File: src/hw/rtl/jamc_pkg.sv
package jamc_pkg;

  localparam int unsigned AXIS_W   = 8;
  localparam int unsigned CENTRE_W = 8;
  localparam int unsigned DBAND_W  = 7;
  localparam int unsigned CMP_W    = AXIS_W + 1;
  localparam int unsigned CFG_IDX_W  = 2;
  localparam int unsigned CFG_DATA_W = 8;

  localparam logic [CFG_IDX_W-1:0] CFG_STICK_CENTRE = 2'd0;
  localparam logic [CFG_IDX_W-1:0] CFG_DEADBAND     = 2'd1;

  localparam logic [CENTRE_W-1:0] CENTRE_RESET = 8'd128;
  localparam logic [DBAND_W-1:0]  DBAND_RESET  = 7'd20;

  typedef enum logic [3:0] {
    MODE_INIT       = 4'd0,
    MODE_READY      = 4'd1,
    MODE_LEFT       = 4'd2,
    MODE_RIGHT      = 4'd3,
    MODE_REAR_UP    = 4'd4,
    MODE_REAR_DOWN  = 4'd5,
    MODE_MID_UP     = 4'd6,
    MODE_MID_DOWN   = 4'd7,
    MODE_FRONT_UP   = 4'd8,
    MODE_FRONT_DOWN = 4'd9,
    MODE_CLOSE      = 4'd10,
    MODE_OPEN       = 4'd11
  } mode_t;

  typedef enum logic [1:0] {
    MOTOR_STOP  = 2'd0,
    MOTOR_LEFT  = 2'd1,
    MOTOR_RIGHT = 2'd2
  } motor_t;

  typedef enum logic [1:0] {
    GRIP_NONE  = 2'd0,
    GRIP_CLOSE = 2'd1,
    GRIP_OPEN  = 2'd2
  } grip_t;

  typedef enum logic [1:0] {
    LED_OFF   = 2'd0,
    LED_ON    = 2'd1,
    LED_FLASH = 2'd2
  } led_t;

  // one axis against the deadband bounds
  typedef struct packed {
    logic ge_hi;
    logic le_lo;
  } axis_cls_t;

  typedef struct packed {
    logic      start;
    logic      sel;
    logic      l2_press;
    logic      r2_press;
    logic      l2_release;
    logic      r2_release;
    axis_cls_t lx;
    axis_cls_t rx;
    axis_cls_t ly;
    axis_cls_t ry;
  } cls_t;

  typedef struct packed {
    mode_t  mode;
    motor_t base_motor;
    motor_t rear_motor;
    motor_t middle_motor;
    motor_t front_motor;
    grip_t  gripper_cmd;
    led_t   green_led;
    led_t   yellow_led;
    led_t   red_led;
  } res_t;

endpackage

File: src/hw/rtl/jamc_front.sv
module jamc_front (
  input  logic                                 clk,
  input  logic                                 rst_n,
  input  logic                                 cfg_valid,
  output logic                                 cfg_ready,
  input  logic [jamc_pkg::CFG_IDX_W-1:0]       cfg_index,
  input  logic [jamc_pkg::CFG_DATA_W-1:0]      cfg_data,
  input  logic                                 in_push,
  output logic                                 in_full,
  input  logic                                 in_start_pressed,
  input  logic                                 in_select_pressed,
  input  logic                                 in_left_trigger_pressed,
  input  logic                                 in_right_trigger_pressed,
  input  logic                                 in_left_trigger_released,
  input  logic                                 in_right_trigger_released,
  input  logic [jamc_pkg::AXIS_W-1:0]          in_left_x,
  input  logic [jamc_pkg::AXIS_W-1:0]          in_right_x,
  input  logic [jamc_pkg::AXIS_W-1:0]          in_left_y,
  input  logic [jamc_pkg::AXIS_W-1:0]          in_right_y,
  output logic                                 cls_valid,
  output jamc_pkg::cls_t                       cls_word,
  input  logic                                 cls_take
);

  logic [jamc_pkg::CENTRE_W-1:0] centre_r;
  logic [jamc_pkg::DBAND_W-1:0]  dband_r;
  logic [jamc_pkg::CMP_W-1:0]    hi;
  logic [jamc_pkg::CMP_W-1:0]    centre_ext;
  jamc_pkg::cls_t                cls_in;

  jamc_pkg::cls_t q_r [2];
  logic           wp_r;
  logic           rp_r;
  logic [1:0]     cnt_r;
  logic [1:0]     cnt_nxt;
  logic           push_ok;

  assign cfg_ready = 1'b1;

  always_ff @(posedge clk) begin
    if (!rst_n) begin
      centre_r <= jamc_pkg::CENTRE_RESET;
      dband_r  <= jamc_pkg::DBAND_RESET;
    end else if (cfg_valid) begin
      unique case (cfg_index)
        jamc_pkg::CFG_STICK_CENTRE: centre_r <= cfg_data;
        jamc_pkg::CFG_DEADBAND:     dband_r  <= cfg_data[jamc_pkg::DBAND_W-1:0];
        default: ;
      endcase
    end
  end

  function automatic jamc_pkg::axis_cls_t classify(
    input logic [jamc_pkg::AXIS_W-1:0]  x,
    input logic [jamc_pkg::CMP_W-1:0]   hi_b,
    input logic [jamc_pkg::CMP_W-1:0]   ctr,
    input logic [jamc_pkg::DBAND_W-1:0] db
  );
    jamc_pkg::axis_cls_t c;
    logic [jamc_pkg::CMP_W-1:0] x_ext;
    x_ext   = {1'b0, x};
    c.ge_hi = (x_ext >= hi_b);
    // x <= centre - db, rearranged so nothing goes negative
    c.le_lo = ((x_ext + {{(jamc_pkg::CMP_W-jamc_pkg::DBAND_W){1'b0}}, db}) <= ctr);
    return c;
  endfunction

  assign centre_ext = {1'b0, centre_r};
  assign hi = centre_ext + {{(jamc_pkg::CMP_W-jamc_pkg::DBAND_W){1'b0}}, dband_r};

  always_comb begin
    cls_in.start      = in_start_pressed;
    cls_in.sel        = in_select_pressed;
    cls_in.l2_press   = in_left_trigger_pressed;
    cls_in.r2_press   = in_right_trigger_pressed;
    cls_in.l2_release = in_left_trigger_released;
    cls_in.r2_release = in_right_trigger_released;
    cls_in.lx         = classify(in_left_x,  hi, centre_ext, dband_r);
    cls_in.rx         = classify(in_right_x, hi, centre_ext, dband_r);
    cls_in.ly         = classify(in_left_y,  hi, centre_ext, dband_r);
    cls_in.ry         = classify(in_right_y, hi, centre_ext, dband_r);
  end

  assign in_full   = (cnt_r == 2'd2);
  assign push_ok   = in_push && !in_full;
  assign cls_valid = (cnt_r != 2'd0);
  assign cls_word  = q_r[rp_r];
  assign cnt_nxt   = cnt_r + {1'b0, push_ok} - {1'b0, cls_take};

  always_ff @(posedge clk) begin
    if (!rst_n) begin
      wp_r  <= 1'b0;
      rp_r  <= 1'b0;
      cnt_r <= 2'd0;
    end else begin
      if (push_ok) begin
        wp_r <= ~wp_r;
      end
      if (cls_take) begin
        rp_r <= ~rp_r;
      end
      cnt_r <= cnt_nxt;
    end
  end

  always_ff @(posedge clk) begin
    if (push_ok) begin
      q_r[wp_r] <= cls_in;
    end
  end

endmodule

File: src/hw/rtl/jamc_back.sv
module jamc_back (
  input  logic           clk,
  input  logic           rst_n,
  input  logic           cls_valid,
  input  jamc_pkg::cls_t cls_word,
  output logic           cls_take,
  output logic           out_empty,
  input  logic           out_pop,
  output jamc_pkg::res_t res_word
);

  jamc_pkg::mode_t mode_r;
  jamc_pkg::mode_t mode_nxt;
  jamc_pkg::led_t  green_r;
  jamc_pkg::led_t  green_nxt;
  jamc_pkg::led_t  yellow_r;
  jamc_pkg::led_t  yellow_nxt;
  jamc_pkg::led_t  red_r;
  jamc_pkg::led_t  red_nxt;
  jamc_pkg::res_t  res_new;

  jamc_pkg::res_t  q_r [2];
  logic            wp_r;
  logic            rp_r;
  logic [1:0]      cnt_r;
  logic [1:0]      cnt_nxt;
  logic            pop_ok;

  assign cls_take = cls_valid && (cnt_r != 2'd2);

  always_comb begin
    mode_nxt = mode_r;
    unique case (mode_r)
      jamc_pkg::MODE_INIT: begin
        if (cls_word.start) mode_nxt = jamc_pkg::MODE_READY;
      end
      jamc_pkg::MODE_READY: begin
        if (cls_word.sel)           mode_nxt = jamc_pkg::MODE_INIT;
        else if (cls_word.l2_press) mode_nxt = jamc_pkg::MODE_OPEN;
        else if (cls_word.r2_press) mode_nxt = jamc_pkg::MODE_CLOSE;
        else if (cls_word.lx.ge_hi) mode_nxt = jamc_pkg::MODE_RIGHT;
        else if (cls_word.lx.le_lo) mode_nxt = jamc_pkg::MODE_LEFT;
        else if (cls_word.rx.ge_hi) mode_nxt = jamc_pkg::MODE_FRONT_UP;
        else if (cls_word.rx.le_lo) mode_nxt = jamc_pkg::MODE_FRONT_DOWN;
        else if (cls_word.ly.ge_hi) mode_nxt = jamc_pkg::MODE_REAR_DOWN;
        else if (cls_word.ly.le_lo) mode_nxt = jamc_pkg::MODE_REAR_UP;
        else if (cls_word.ry.ge_hi) mode_nxt = jamc_pkg::MODE_MID_DOWN;
        else if (cls_word.ry.le_lo) mode_nxt = jamc_pkg::MODE_MID_UP;
      end
      jamc_pkg::MODE_LEFT: begin
        if (!cls_word.lx.le_lo) mode_nxt = jamc_pkg::MODE_READY;
      end
      jamc_pkg::MODE_RIGHT: begin
        if (!cls_word.lx.ge_hi) mode_nxt = jamc_pkg::MODE_READY;
      end
      jamc_pkg::MODE_REAR_UP: begin
        if (!cls_word.ly.le_lo) mode_nxt = jamc_pkg::MODE_READY;
      end
      jamc_pkg::MODE_REAR_DOWN: begin
        if (!cls_word.ly.ge_hi) mode_nxt = jamc_pkg::MODE_READY;
      end
      jamc_pkg::MODE_MID_UP: begin
        if (!cls_word.ry.le_lo) mode_nxt = jamc_pkg::MODE_READY;
      end
      jamc_pkg::MODE_MID_DOWN: begin
        if (!cls_word.ry.ge_hi) mode_nxt = jamc_pkg::MODE_READY;
      end
      jamc_pkg::MODE_FRONT_UP: begin
        if (!cls_word.rx.ge_hi) mode_nxt = jamc_pkg::MODE_READY;
      end
      jamc_pkg::MODE_FRONT_DOWN: begin
        if (!cls_word.rx.le_lo) mode_nxt = jamc_pkg::MODE_READY;
      end
      jamc_pkg::MODE_CLOSE: begin
        if (cls_word.r2_release) mode_nxt = jamc_pkg::MODE_READY;
      end
      jamc_pkg::MODE_OPEN: begin
        if (cls_word.l2_release) mode_nxt = jamc_pkg::MODE_READY;
      end
      default: mode_nxt = mode_r;
    endcase
  end

  // exit action of the old mode, then entry action of the new one
  always_comb begin
    green_nxt  = green_r;
    yellow_nxt = yellow_r;
    red_nxt    = red_r;
    if (mode_nxt != mode_r) begin
      unique case (mode_r)
        jamc_pkg::MODE_INIT: begin
          green_nxt  = jamc_pkg::LED_OFF;
          yellow_nxt = jamc_pkg::LED_OFF;
          red_nxt    = jamc_pkg::LED_OFF;
        end
        jamc_pkg::MODE_READY: begin
          green_nxt = jamc_pkg::LED_OFF;
        end
        default: begin
          green_nxt  = jamc_pkg::LED_OFF;
          yellow_nxt = jamc_pkg::LED_OFF;
        end
      endcase
      unique case (mode_nxt)
        jamc_pkg::MODE_INIT: begin
          green_nxt  = jamc_pkg::LED_FLASH;
          yellow_nxt = jamc_pkg::LED_FLASH;
          red_nxt    = jamc_pkg::LED_FLASH;
        end
        jamc_pkg::MODE_READY: begin
          green_nxt = jamc_pkg::LED_ON;
        end
        jamc_pkg::MODE_CLOSE, jamc_pkg::MODE_OPEN: begin
          green_nxt  = jamc_pkg::LED_ON;
          yellow_nxt = jamc_pkg::LED_FLASH;
        end
        default: begin
          green_nxt  = jamc_pkg::LED_ON;
          yellow_nxt = jamc_pkg::LED_ON;
        end
      endcase
    end
  end

  always_comb begin
    res_new.mode         = mode_nxt;
    res_new.base_motor   = jamc_pkg::MOTOR_STOP;
    res_new.rear_motor   = jamc_pkg::MOTOR_STOP;
    res_new.middle_motor = jamc_pkg::MOTOR_STOP;
    res_new.front_motor  = jamc_pkg::MOTOR_STOP;
    res_new.gripper_cmd  = jamc_pkg::GRIP_NONE;
    res_new.green_led    = green_nxt;
    res_new.yellow_led   = yellow_nxt;
    res_new.red_led      = red_nxt;
    unique case (mode_nxt)
      jamc_pkg::MODE_LEFT:       res_new.base_motor   = jamc_pkg::MOTOR_LEFT;
      jamc_pkg::MODE_RIGHT:      res_new.base_motor   = jamc_pkg::MOTOR_RIGHT;
      jamc_pkg::MODE_REAR_UP:    res_new.rear_motor   = jamc_pkg::MOTOR_LEFT;
      jamc_pkg::MODE_REAR_DOWN:  res_new.rear_motor   = jamc_pkg::MOTOR_RIGHT;
      jamc_pkg::MODE_MID_UP:     res_new.middle_motor = jamc_pkg::MOTOR_LEFT;
      jamc_pkg::MODE_MID_DOWN:   res_new.middle_motor = jamc_pkg::MOTOR_RIGHT;
      jamc_pkg::MODE_FRONT_UP:   res_new.front_motor  = jamc_pkg::MOTOR_LEFT;
      jamc_pkg::MODE_FRONT_DOWN: res_new.front_motor  = jamc_pkg::MOTOR_RIGHT;
      jamc_pkg::MODE_CLOSE:      res_new.gripper_cmd  = jamc_pkg::GRIP_CLOSE;
      jamc_pkg::MODE_OPEN:       res_new.gripper_cmd  = jamc_pkg::GRIP_OPEN;
      default: ;
    endcase
  end

  always_ff @(posedge clk) begin
    if (!rst_n) begin
      mode_r   <= jamc_pkg::MODE_INIT;
      green_r  <= jamc_pkg::LED_OFF;
      yellow_r <= jamc_pkg::LED_OFF;
      red_r    <= jamc_pkg::LED_OFF;
    end else if (cls_take) begin
      mode_r   <= mode_nxt;
      green_r  <= green_nxt;
      yellow_r <= yellow_nxt;
      red_r    <= red_nxt;
    end
  end

  assign out_empty = (cnt_r == 2'd0);
  assign pop_ok    = out_pop && !out_empty;
  assign res_word  = q_r[rp_r];
  assign cnt_nxt   = cnt_r + {1'b0, cls_take} - {1'b0, pop_ok};

  always_ff @(posedge clk) begin
    if (!rst_n) begin
      wp_r  <= 1'b0;
      rp_r  <= 1'b0;
      cnt_r <= 2'd0;
    end else begin
      if (cls_take) begin
        wp_r <= ~wp_r;
      end
      if (pop_ok) begin
        rp_r <= ~rp_r;
      end
      cnt_r <= cnt_nxt;
    end
  end

  always_ff @(posedge clk) begin
    if (cls_take) begin
      q_r[wp_r] <= res_new;
    end
  end

endmodule

File: src/hw/rtl/joystick_arm_mode_controller_core.sv
// channel   handshake               payload
// in        in_push / in_full       button edges, four stick axes
// out       out_empty / out_pop     mode, four motor codes, gripper, three LED modes
// cfg       cfg_valid / cfg_ready   cfg_index, cfg_data (0 centre, 1 deadband)
//
// One poll per cycle sustained while out is popped; a poll is registered in both queues.
// The front classifies the axes into a two-entry queue; the back steps the mode
// machine into a two-entry result queue. cfg_ready is always high.
// Synchronous active-low reset empties both queues, sets mode init, LEDs off,
// centre 128 and deadband 20. A stalled out side fills both queues, then raises in_full.
module joystick_arm_mode_controller_core (
  input  logic                            clk,
  input  logic                            rst_n,
  input  logic                            cfg_valid,
  output logic                            cfg_ready,
  input  logic [jamc_pkg::CFG_IDX_W-1:0]  cfg_index,
  input  logic [jamc_pkg::CFG_DATA_W-1:0] cfg_data,
  input  logic                            in_push,
  output logic                            in_full,
  input  logic                            in_start_pressed,
  input  logic                            in_select_pressed,
  input  logic                            in_left_trigger_pressed,
  input  logic                            in_right_trigger_pressed,
  input  logic                            in_left_trigger_released,
  input  logic                            in_right_trigger_released,
  input  logic [jamc_pkg::AXIS_W-1:0]     in_left_x,
  input  logic [jamc_pkg::AXIS_W-1:0]     in_right_x,
  input  logic [jamc_pkg::AXIS_W-1:0]     in_left_y,
  input  logic [jamc_pkg::AXIS_W-1:0]     in_right_y,
  output logic                            out_empty,
  input  logic                            out_pop,
  output logic [3:0]                      out_mode,
  output logic [1:0]                      out_base_motor,
  output logic [1:0]                      out_rear_motor,
  output logic [1:0]                      out_middle_motor,
  output logic [1:0]                      out_front_motor,
  output logic [1:0]                      out_gripper_cmd,
  output logic [1:0]                      out_green_led,
  output logic [1:0]                      out_yellow_led,
  output logic [1:0]                      out_red_led
);

  logic           cls_valid;
  logic           cls_take;
  jamc_pkg::cls_t cls_word;
  jamc_pkg::res_t res_word;

  jamc_front u_front (
    .clk                       (clk),
    .rst_n                     (rst_n),
    .cfg_valid                 (cfg_valid),
    .cfg_ready                 (cfg_ready),
    .cfg_index                 (cfg_index),
    .cfg_data                  (cfg_data),
    .in_push                   (in_push),
    .in_full                   (in_full),
    .in_start_pressed          (in_start_pressed),
    .in_select_pressed         (in_select_pressed),
    .in_left_trigger_pressed   (in_left_trigger_pressed),
    .in_right_trigger_pressed  (in_right_trigger_pressed),
    .in_left_trigger_released  (in_left_trigger_released),
    .in_right_trigger_released (in_right_trigger_released),
    .in_left_x                 (in_left_x),
    .in_right_x                (in_right_x),
    .in_left_y                 (in_left_y),
    .in_right_y                (in_right_y),
    .cls_valid                 (cls_valid),
    .cls_word                  (cls_word),
    .cls_take                  (cls_take)
  );

  jamc_back u_back (
    .clk       (clk),
    .rst_n     (rst_n),
    .cls_valid (cls_valid),
    .cls_word  (cls_word),
    .cls_take  (cls_take),
    .out_empty (out_empty),
    .out_pop   (out_pop),
    .res_word  (res_word)
  );

  assign out_mode         = res_word.mode;
  assign out_base_motor   = res_word.base_motor;
  assign out_rear_motor   = res_word.rear_motor;
  assign out_middle_motor = res_word.middle_motor;
  assign out_front_motor  = res_word.front_motor;
  assign out_gripper_cmd  = res_word.gripper_cmd;
  assign out_green_led    = res_word.green_led;
  assign out_yellow_led   = res_word.yellow_led;
  assign out_red_led      = res_word.red_led;

endmodule

File: config.mk
export PLATFORM = sky130hd
export DESIGN_NAME = joystick_arm_mode_controller_core
export DESIGN_NICKNAME = d
export VERILOG_FILES = /design/src/hw/rtl/jamc_pkg.sv /design/src/hw/rtl/jamc_front.sv /design/src/hw/rtl/jamc_back.sv /design/src/hw/rtl/joystick_arm_mode_controller_core.sv
export SDC_FILE = /design/constraint.sdc
export NUM_CORES = 1
export LEC_CHECK = 0
export ABC_AREA = 1
export ABC_CLOCK_PERIOD_IN_PS = 5600
export BUFFER_PORTS_ARGS = -buffer_cell sky130_fd_sc_hd__buf_2
export CAP_MARGIN = 5
export CORE_UTILIZATION = 33
export DETAILED_ROUTE_END_ITERATION = 10
export PLACE_DENSITY = 0.59
export REMOVE_ABC_BUFFERS = 1
export SYNTH_ARGS = -nofsm -noshare
export SYNTH_HDL_FRONTEND = slang
export SYNTH_SLANG_ARGS = --single-unit
File: constraint.sdc
create_clock -name clk -period 5.6 [get_ports clk]
set_input_delay 0.28 -clock clk [delete_from_list [all_inputs] [get_ports clk]]
set_output_delay 0.28 -clock clk [all_outputs]
set_load 0.03 [all_outputs]
# Word level (Yosys, flattened, before mapping)
# Memories as Yosys holds them, arrays and structs flattened. A register that Yosys moved wholly into a read port is not among the register bits.
# Cells that the tools add are included.
op_classes:
  magnitude_cmp: 8
  n_bitwise: 4
  add_sub_neg: 9
  reduce_logical: 13
  n_eq_ne: 26
  n_mux: 44
op_table:
  columns: ["op", "count"]
  rows:
  - ["$mux 4", 22]
  - ["$pmux 4 s12", 1]
  - ["$add 8x7->9", 5]
  - ["$ge 8x9->1", 4]
  - ["$le 9x8->1", 4]
  - ["$eq 4x3->1 const B", 8]
  - ["$eq 4x4->1 const B", 8]
  - ["$pmux 2 s2", 6]
  - ["$eq 4x2->1 const B", 4]
  - ["$mux 2", 7]
  - ["$eq 4x1->1 const B", 2]
  - ["$logic_not 4->1", 2]
  - ["$mux 1", 8]
  - ["$add 2x1->2", 2]
  - ["$logic_not 2->1", 2]
  - ["$ne 4x4->1", 1]
  - ["$not 1->1", 4]
  - ["$reduce_and 2->1", 2]
  - ["$sub 2x1->2", 2]
  - ["$logic_and 1x1->1", 3]
  - ["$reduce_or 3->1", 1]
  - ["$eq 2x1->1 const B", 1]
  - ["$eq 2x2->1 const B", 1]
  - ["$logic_not 1->1", 2]
  - ["2 further kinds", 2]
word_totals:
  reg_bits: 33
  ram_bits: 68
  memories: 2
  in_bits: 53
  word_cells: 118
  output_inout_bits: 23
memory_table:
  columns: ["memory", "depth", "width", "rd", "rd_ports_with_merged_regs", "wr", "line", "text"]
  rows:
  - ["u_back.q_r", 2, 20, 1, 1, 1, "jamc_back.sv:22", "jamc_pkg::res_t q_r [2];"]
  - ["u_front.q_r", 2, 14, 1, 1, 1, "jamc_front.sv:31", "jamc_pkg::cls_t q_r [2];"]

# Logic depth before layout (Yosys ltp)
# Gate-level depths: netlist of the first run.
logic_depth:
  ltp_word: 16
  mapped_depth: 20
  depth_no_buf: 20

# Hierarchy
# From an unflattened synthesis of the first run, not the netlist that was laid out.
unflattened:
  cells_unflattened: 901
  hier_area_um2: 7557.2
by_module_without_submodules:
  columns: ["mod", "area_each_um2", "seq_area_each_um2", "instances", "cells_each"]
  rows:
  - ["jamc_front", 4800.9, 1241.2, 1, 609]
  - ["jamc_back", 2756.4, 1501.4, 1, 292]

# Least setup slack after synthesis of the first run
# Ideal clock, no wire load.
synth_timing:
  kind: "reg-to-reg"
  startpoint: "reg u_front.dband_r[0] (netlist name)"
  endpoint: "mem u_front.q_r[0][1] (netlist name) (data pin)"
  synth_period_minus_slack_ns: 2.628
  slack_ns: 2.972
  arrival_time_ns: 2.370
  stages_incl_launch_ff: 14
  n_path_buf: 0
  path_cell_list: "dfxtp_1 -> ha_1 -> fa_1 -> nand3_1 -> nand2_1 -> a21oi_1 -> o21ai_0 -> xnor2_1 -> ha_1 -> a21oi_1 -> o21ai_0 -> and2_0 -> o22ai_1 -> inv_1"
synth_rtl:
  columns: ["element", "line", "text"]
  rows:
  - ["start: declaration", "jamc_front.sv:26", "logic [jamc_pkg::DBAND_W-1:0] dband_r;"]
  - ["start signal: assignment", "jamc_front.sv:43", "dband_r <= jamc_pkg::DBAND_RESET;"]
  - ["start signal: assignment", "jamc_front.sv:47", "jamc_pkg::CFG_DEADBAND: dband_r <= cfg_data[jamc_pkg::DBAND_W-1:0];"]
  - ["end: declaration", "jamc_front.sv:31", null]

==> results of run 1 <==
worst max-delay path by stage:
stage	slack, ns	to	depth (start not counted)
2_1_floorplan	2.97	u_front.q_r[0][1]	13
3_3_place_gp	2.50	u_front.q_r[0][3]	13
3_5_place_dp	2.49	u_front.q_r[0][3]	13
4_1_cts	2.47	u_front.q_r[1][3]	13
5_1_grt	2.24	u_front.q_r[0][1]	13
6_report	2.48	u_front.q_r[1][3]	13
worst register-to-register path, stage by stage (launching register included):
cell and delay, ns:
dfxtp_1 0.45, ha_1 0.28, fa_1 0.41, nand3_1 0.09, nand2_1 0.09, a21oi_1 0.15
o21ai_0 0.14, xnor2_1 0.36, ha_1 0.32, a21oi_1 0.13, o21ai_0 0.11, and2_0 0.15
o22ai_1 0.11, inv_1 0.07
cell type report:
class / count / area [sq um] / area share (%)
inverters: 118 / 443 / 5.34
flip-flops and latches: 103 / 2740 / 33.1
clock buffers: 9 / 225 / 2.72
well taps: 280 / 350 / 4.23
multi-input cells: 590 / 4050 / 48.8
clock inverters: 7 / 76.3 / 0.921
repair buffers: 79 / 408 / 4.92
synth_stat cells (all sizes together):
master  count  area share [%]
nand2     153             8.9
inv       118             6.1
ha        103              18
a21oi      72             4.9
edfxtp     68              28
nor2       65             4.0
o21ai      58             4.5
dfxtp      35             9.6
nand3      30             2.3
xor2       21             2.5
mux2       20             3.1
xnor2      11             1.3
nor3        9            0.62
nand4       8            0.69
clkbuf      6            0.31
o22ai       6            0.52
buf         5            0.48
fa          5             1.4
o21bai      5            0.52
a21boi      4            0.41
and2        4            0.34
o21a        4            0.41
o22a        4            0.48
a221oi      2            0.24
conb        1           0.051
nand2b      1            0.12
nor3b       1            0.17
nor4        1           0.086
o211ai      1            0.10
or2         1           0.086
sequential cells by signal (all words and copies together) (netlist names), named ones only:
name and cells:
u_front.centre_r 8, u_back.rp_r 1, u_back.green_r 2, u_front.cnt_r 2, u_back.wp_r 1, u_back.mode_r 4
u_front.wp_r 1, u_back.yellow_r 2, u_front.dband_r 7, u_back.cnt_r 2, u_back.red_r 2, u_front.q_r 28
u_back.q_r 40, u_front.rp_r 1
layer usage:
layer	share of wire (%)	up-vias	routed length [microns]
met2	50	111	7980
met5	0	-	0
met3	2.7	15	428
met1	46	2446	7260
li1	-	2948	-
met4	1.4	0	216
power by group through the flow:
stage | Combinational (mW) | Sequential, mW | Clock [mW]
2_1_floorplan | 1.34 | 1.23 | 0
3_3_place_gp | 1.73 | 1.26 | 0
3_5_place_dp | 1.75 | 1.27 | 0
4_1_cts | 1.76 | 1.25 | 0.643
5_1_grt | 1.97 | 1.28 | 0.670
6_report | 1.74 | 1.25 | 0.622
cell usage in the layout, fill, tap and decap left out, types with 5 or more instances in the layout:
cell type	count
fa_1	5
xor2_1	21
o22ai_1	6
inv_1	111
mux2_2	20
nand4_1	8
nand2_1	132
inv_2	7
nand2_2	17
edfxtp_1	68
nor2_1	58
nor2_4	6
a21oi_1	72
buf_4	5
o21ai_0	45
dfxtp_1	35
o21ai_2	11
clkbuf_16	9
ha_1	103
nand3_1	28
buf_2	74
nor3_1	9
xnor2_1	11
o21bai_1	5
cells by family after synthesis:
group,synth area share (%)
AOI/OAI and AO/OA,12.2
xor gates and xnor gates,3.85
adders and majority gates,19.1
buffers and inverters,6.87
DFF,37.6
muxes,3.09
other,0.0515
and+or+nand+nor,17.3
per-stage QoR:
| step | std cells | setup WS (ns) | power, mW |
|---|---|---|---|
| finish | 1186 | 2.48 | 3.61 |
| global route | 1186 | 2.24 | 3.91 |
| CTS | 1186 | 2.47 | 3.66 |
| detailed placement | 1170 | 2.49 | 3.02 |
| global placement | 1170 | 2.50 | 2.99 |
| floorplan | 811 | 2.97 | 2.57 |
==> qor.json, run 1 <==
{
  "clock_tree": {
    "clock_tree.root_cell": "clkbuf_16",
    "numClockSinks": 103,
    "cts.clk_slew.worst_paths_ns": 0.08,
    "clk_latency_ns": 0.36,
    "inserted_clock_buffers": 9,
    "post_cts_resized": 0,
    "post_cts_hold_buffer_count": 0,
    "h-tree-depth": 3,
    "clock_tree_from_tritoncts": "yes",
    "post-cts-setup-buffer-count": 0,
    "cts-root-to-sink-buffers": 2
  },
  "detailed_routing": {
    "dr.pass1.iters": 7,
    "postRouteWirelength_microns": 15900,
    "vias_per_cell": 4.65,
    "drt_drc_violations_left": 0,
    "post_drt_wl_per_cell_microns": 13.4,
    "drtIter0Drc": 356,
    "num_vias": 5520,
    "final_ant_viol_nets": 0
  },
  "min_path": {
    "hold_class": "in -> reg",
    "worstHoldEndpoint": "u_front.q_r[1][10]",
    "hold-path-cell-count": 1,
    "worstHoldStart": "in_right_trigger_pressed"
  },
  "worst_setup_path": {
    "critical_path.cell_chain": "ha_1 -> fa_1 -> nand3_1 -> nand2_1 -> a21oi_1 -> o21ai_0 -> xnor2_1 -> ha_1 -> a21oi_1 -> o21ai_0 -> and2_0 -> o22ai_1 -> inv_1",
    "setup.worst_path.start": "u_front.centre_r[0]",
    "cpLargestDelayFamily": "adder cells",
    "required_time_at_the_endpoint_of_the_critical_path_ns": 5.70,
    "critPathBufInv": 1,
    "worstRegToRegCells": 13,
    "cp_slowest_stage_delay_ns": 0.45,
    "regToRegSetupSlack_ns": 2.48,
    "critical_path_arrival_ns": 3.22,
    "regToRegStartpoint": "u_front.centre_r[0]",
    "worst_setup_path_start_kind": "flop",
    "r2r-end": "u_front.q_r[1][3]",
    "critPathSlowestCell": "dfxtp_1",
    "critPathKind": "reg -> reg",
    "crit_path_max_fanout": 6,
    "endpoint_kind_of_the_worst_setup_timing_path": "flop"
  },
  "timing": {
    "final_setup_viols": 0,
    "hold_slack_ns": 0.107,
    "clock-skew-final_ns": 0.0154,
    "worstMarginPinSlew_ns": 0.880,
    "setup_repair_after_global_routing_missed_its_margin": "no",
    "highest_achievable_clock_rate_mhz": 321,
    "slew_headroom_pct": 41.3,
    "count_of_endpoints_failing_hold_in_the_final_timing_report": 0,
    "fin_tns_setup_ns": 0,
    "post-route-min-period_ns": 3.12,
    "final.period_utilization_pct": 55.7,
    "slew_violations": 0
  },
  "final_layout": {
    "layout-area-overhead-vs-synth_pct": 13.8,
    "fin_nets": 1062,
    "finalInstanceArea_sq_um": 8290,
    "post_route_cells_drive_above_1_share_pct": 18.2,
    "diodes": 0,
    "utilization_pct": 38.1,
    "filler_cell_count_in_the_final_layout": 2260
  },
  "floorplan": {
    "coreArea_sq_um": 21800,
    "rows": 54,
    "floorplan.initialDensity_pct": 33.5,
    "die_area_sq_um": 22700,
    "top_level_ports": 76,
    "die_width_microns": 151,
    "die-height_microns": 151
  },
  "placement": {
    "post-dp-hpwl_microns": 13000,
    "portBuffers": 74,
    "gp_routability_congestion": 0.934,
    "post_detailed_placement_cell_area_sq_um": 7990
  },
  "power": {
    "share_clk_of_total_power_pct": 17.2,
    "internal_power_mw": 2.03,
    "power.sequential.fraction_pct": 34.6,
    "switchingPower_mw": 1.58,
    "power.switching_fraction_pct": 43.7,
    "static-leakage-power_nw": 3.97,
    "worst_ir_drop_vdd_mv": 0.194,
    "power.density_nw_per_um2": 435,
    "comb_power_share_pct": 48.2
  },
  "yosys": {
    "mappedNetlistArea_sq_um": 7290,
    "synth.ff_latch_count": 103,
    "postSynthAreaPerCell_sq_um": 8.87,
    "synth.lib_cells_used.distinct": 42,
    "postSynthCellCount": 822,
    "synthesis.yosys.warnings": 0,
    "post_synthesis_sequential_area_ratio_pct": 37.6
  },
  "global_routing": {
    "grt_util_all_layers_pct": 14.7,
    "grt_pass1_vias": 5316,
    "grt_max_degree": 28,
    "gr-max-usage-layer": "met2",
    "met1_routing_resource_usage_after_global_routing_pct": 17.3,
    "global_route.overflow_total": 0,
    "grt_use_met3_pct": 2.27,
    "antenna_violations_before_repair": 0,
    "globalRouteMet2Util_pct": 27.4,
    "grt_pass1_wl_microns": 25800
  },
  "run_status": {
    "status": "completed"
  },
  "run": {
    "max_cap_viol_count": 0
  }
}
Note: power is estimated with default switching activity, not from simulation.
==> inputs of run 2 (changes only) <==
Settings changed: ABC_CLOCK_PERIOD_IN_PS 5600 to 2700, PLACE_DENSITY 0.59 to 0.61.
Clock period 5.6 ns to 2.7 ns, I/O delays scaled along.
==> run 2 against run 1 <==
Compared with the run above: the flow now finishes with violations (setup timing); non-clock buffer count is 34 higher; die area stayed put; critical path type unchanged; sequential cell count stayed put.
==> qor.json, run 2 (synthesis results as in run 1) <==
{
  "final_layout": {
    "registers.top_by_ff_count": "u_back.q_r",
    "layout_commonest_cell": "nand2_1",
    "reg_top3": "u_back.q_r: 40 flops, u_front.q_r: 28 flops, u_front.centre_r: 8 flops",
    "seq_area": {"value": 2750, "unit": "sq um", "change": "+0.18%"},
    "fin_nets": {"value": 1096, "change": "+3.2%"},
    "layout-area-overhead-vs-synth_pct": 23.9,
    "max_reg_flops": {"value": 40, "change": "unchanged"},
    "mostFrequentLayoutCells": "nand2_1 (123), inv_1 (108), ha_1 (86)",
    "footprint_of_the_multi_input_gates": {"value": 4460, "unit": "sq um", "change": "+10%"},
    "diodes": {"value": 0, "change": "unchanged"},
    "post_route_cells_drive_above_1_share": {"value": 29.4, "unit": "%", "change": "+11 points"},
    "filler_cell_count_in_the_final_layout": {"value": 2148, "change": "-5.0%"}
  },
  "run_status": {
    "violations": "setup timing",
    "status": "finished, violations left"
  },
  "timing": {
    "post-route-min-period": {"value": 2.71, "unit": "ns", "change": "-0.413 ns"},
    "fin_tns_setup": {"value": -0.0143, "unit": "ns", "change": "-0.0143 ns"},
    "final.period_utilization": {"value": 100, "unit": "%", "change": "+45 points"},
    "slew_headroom": {"value": 55.7, "unit": "%", "change": "+14 points"},
    "count_of_endpoints_failing_hold_in_the_final_timing_report": {"value": 0, "change": "unchanged"},
    "clock-skew-final": {"value": 0.0103, "unit": "ns", "change": "-0.00505 ns"},
    "setup_repair_after_global_routing_missed_its_margin": "yes",
    "final_setup_viols": {"value": 4, "change": "+4"},
    "highest_achievable_clock_rate": {"value": 370, "unit": "MHz", "change": "+15%"},
    "slew_violations": {"value": 0, "change": "unchanged"},
    "worstMarginPinSlew": {"value": 0.660, "unit": "ns", "change": "-0.220 ns"},
    "worst_slack": {"value": -0.00586, "unit": "ns", "change": "-2.49 ns"}
  },
  "clock_tree": {
    "h-tree-depth": {"value": 3, "change": "unchanged"},
    "clk_latency": {"value": 0.35, "unit": "ns", "change": "about the same"},
    "clock_tree_from_tritoncts": "yes",
    "numClockSinks": {"value": 103, "change": "unchanged"},
    "cts.clk_slew.worst_paths": {"value": 0.07, "unit": "ns", "change": "about the same"},
    "inserted_clock_buffers": {"value": 9, "change": "unchanged"},
    "clock_tree.root_cell": "clkbuf_16",
    "cts-root-to-sink-buffers": {"value": 2, "change": "unchanged"}
  },
  "min_path": {
    "worstHoldStart": "cfg_data[1]",
    "hold_class": "in -> reg",
    "hold-path-cell-count": {"value": 3, "change": "+2"}
  },
  "power": {
    "static-leakage-power": {"value": 4.19, "unit": "nW", "change": "+5.6%"},
    "comb_power_share": {"value": 50.9, "unit": "%", "change": "+2.7 points"},
    "report.power.total": {"value": 7.76, "unit": "mW", "change": "+120%"},
    "power.density": {"value": 859, "unit": "nW/um^2", "change": "+97%"},
    "power.sequential.fraction": {"value": 32.1, "unit": "%", "change": "-2.5 points"},
    "worst_ir_drop_vdd": {"value": 0.377, "unit": "mV", "change": "+94%"},
    "power.switching_fraction": {"value": 43.6, "unit": "%", "change": "-0.068 points"},
    "share_clk_of_total_power": {"value": 16.9, "unit": "%", "change": "-0.3 points"},
    "switchingPower": {"value": 3.38, "unit": "mW", "change": "+110%"},
    "internal_power": {"value": 4.38, "unit": "mW", "change": "+120%"}
  },
  "global_routing": {
    "grt_max_degree": {"value": 28, "change": "unchanged"},
    "grt_pass1_wl": {"value": 26300, "unit": "microns", "change": "+1.9%"},
    "grt_pass1_vias": {"value": 5441, "change": "+2.4%"},
    "global_route.overflow_total": {"value": 0, "change": "unchanged"},
    "antenna_violations_before_repair": {"value": 1, "change": "+1"},
    "grt_util_all_layers": {"value": 14.7, "unit": "%", "change": "about the same"}
  },
  "detailed_routing": {
    "drtIter0Drc": {"value": 225, "change": "-37%"},
    "final_ant_viol_nets": {"value": 0, "change": "unchanged"},
    "num_vias": {"value": 5652, "change": "+2.4%"},
    "vias_per_cell": {"value": 4.63, "change": "-0.46%"},
    "drt_drc_violations_left": {"value": 0, "change": "unchanged"},
    "dr.pass1.iters": {"value": 4, "change": "-3"},
    "post_drt_wl_per_cell": {"value": 13.1, "unit": "microns", "change": "-2.2%"},
    "postRouteWirelength": {"value": 16000, "unit": "microns", "change": "+0.57%"}
  },
  "floorplan": {
    "die-height": {"value": 151, "unit": "microns", "change": "unchanged"},
    "coreArea": {"value": 21800, "unit": "sq um", "change": "unchanged"},
    "floorplan.initialDensity": {"value": 33.5, "unit": "%", "change": "unchanged"},
    "top_level_ports": {"value": 76, "change": "unchanged"},
    "die_area": {"value": 22700, "unit": "sq um", "change": "unchanged"},
    "rows": {"value": 54, "change": "unchanged"},
    "die_width": {"value": 151, "unit": "microns", "change": "unchanged"}
  },
  "worst_setup_path": {
    "critPathBufInv": {"value": 3, "change": "+2"},
    "critical_path.cell_chain": "buf_6 -> ha_4 -> fa_2 -> nand3_2 -> nand2_2 -> a21oi_2 -> o21ai_2 -> xnor2_1 -> inv_1 -> ha_4 -> nand2_2 -> inv_2 -> o21ai_2 -> nand2_1 -> a21oi_2 -> o22a_1",
    "critical_path_arrival": {"value": 2.79, "unit": "ns", "change": "-0.43 ns"},
    "cpLargestDelayFamily": "adder cells",
    "regToRegStartpoint": "u_front.dband_r[0]",
    "worst_setup_path_start_kind": "flop",
    "critPathKind": "reg -> reg",
    "path_depth": {"value": 16, "change": "+3"},
    "crit_path_max_fanout": {"value": 5, "change": "-1"},
    "setup.worst_path.start": "u_front.dband_r[0]",
    "regToRegSetupSlack": {"value": -0.006, "unit": "ns", "change": "-2.49 ns"},
    "required_time_at_the_endpoint_of_the_critical_path": {"value": 2.79, "unit": "ns", "change": "-2.91 ns"},
    "endpoint_kind_of_the_worst_setup_timing_path": "flop",
    "worstRegToRegCells": {"value": 16, "change": "+3"},
    "critPathSlowestCell": "fa_2",
    "cp_slowest_stage_delay": {"value": 0.39, "unit": "ns", "change": "-0.06 ns"}
  },
  "placement": {
    "portBuffers": {"value": 74, "change": "unchanged"},
    "gp_routability_congestion": {"value": 0.926, "change": "-0.79%"},
    "post-dp-hpwl": {"value": 12600, "unit": "microns", "change": "-3.1%"},
    "preCtsSetupSlack": {"value": -0.215, "unit": "ns", "change": "-2.71 ns"}
  },
  "run": {
    "max_cap_viol_count": {"value": 0, "change": "unchanged"}
  }
}
run 2: worst paths after layout:
path / end
worst max register to register: u_front.q_r[1][2]
worst min register to register: u_back.red_r[0]
worst max-delay path: u_front.q_r[1][2]
worst min-delay path: u_front.dband_r[1]
run 2: metal layers:
layer  track usage, %  part of all wire (%)  up-vias
met1             18.1                    45     2529
li1                 -                     -     3012
met2             26.5                    50       88
met5                0                 0.081        -
met4             3.90                   1.6        2
met3             2.33                   2.8       21
run 2: cell type report:
type / count / share of cell area [%]
inverters: 118 / 4.93
flip-flops and latches: 103 / 30.4
multi-input cells: 590 / 49.4
clock inverters: 7 / 0.956
well taps: 280 / 3.88
clock buffers: 9 / 2.49
repair buffers: 113 / 7.90
run 2: power groups by stage:
stage / registers [mW] / clock network, mW / logic (mW)
6_report: 2.49 / 1.32 / 3.95
5_1_grt: 2.54 / 1.41 / 4.46
4_1_cts: 2.50 / 1.36 / 3.87
3_5_place_dp: 2.53 / 0 / 3.78
3_3_place_gp: 2.51 / 0 / 3.73
2_1_floorplan: 2.55 / 0 / 2.78
run 2: per-stage QoR:
stage                     utilization [%]  cells  cell area, sq um  hold slack, ns
after floorplan                         -    811              7230           0.219
after global placement               37.6   1193              8190           0.326
after detailed placement             37.6   1193              8190           0.327
after CTS                            40.0   1217              8710         0.00709
after global routing                 41.5   1220              9030          0.0289
final                                41.5   1220              9030          0.0195
run 2: worst reg2reg max path, delay by kind of cell (launching register included):
| kind | cells | cell delay, ns |
|---|---|---|
| AOI/OAI and AO/OA | 5 | 0.59 |
| xor gates and xnor gates | 1 | 0.15 |
| DFF | 1 | 0.34 |
| buffers and inverters | 3 | 0.28 |
| and+or+nand+nor | 4 | 0.27 |
| adders and majority gates | 3 | 0.82 |
run 2: timing repair:
item                       4_1_cts  5_1_grt
buffers inserted                 1        3
hold buffers                     7        0
hold endpoints to repair        13        0
pin swaps                       11       44
resized for setup               37       81
setup endpoints to repair       16       16
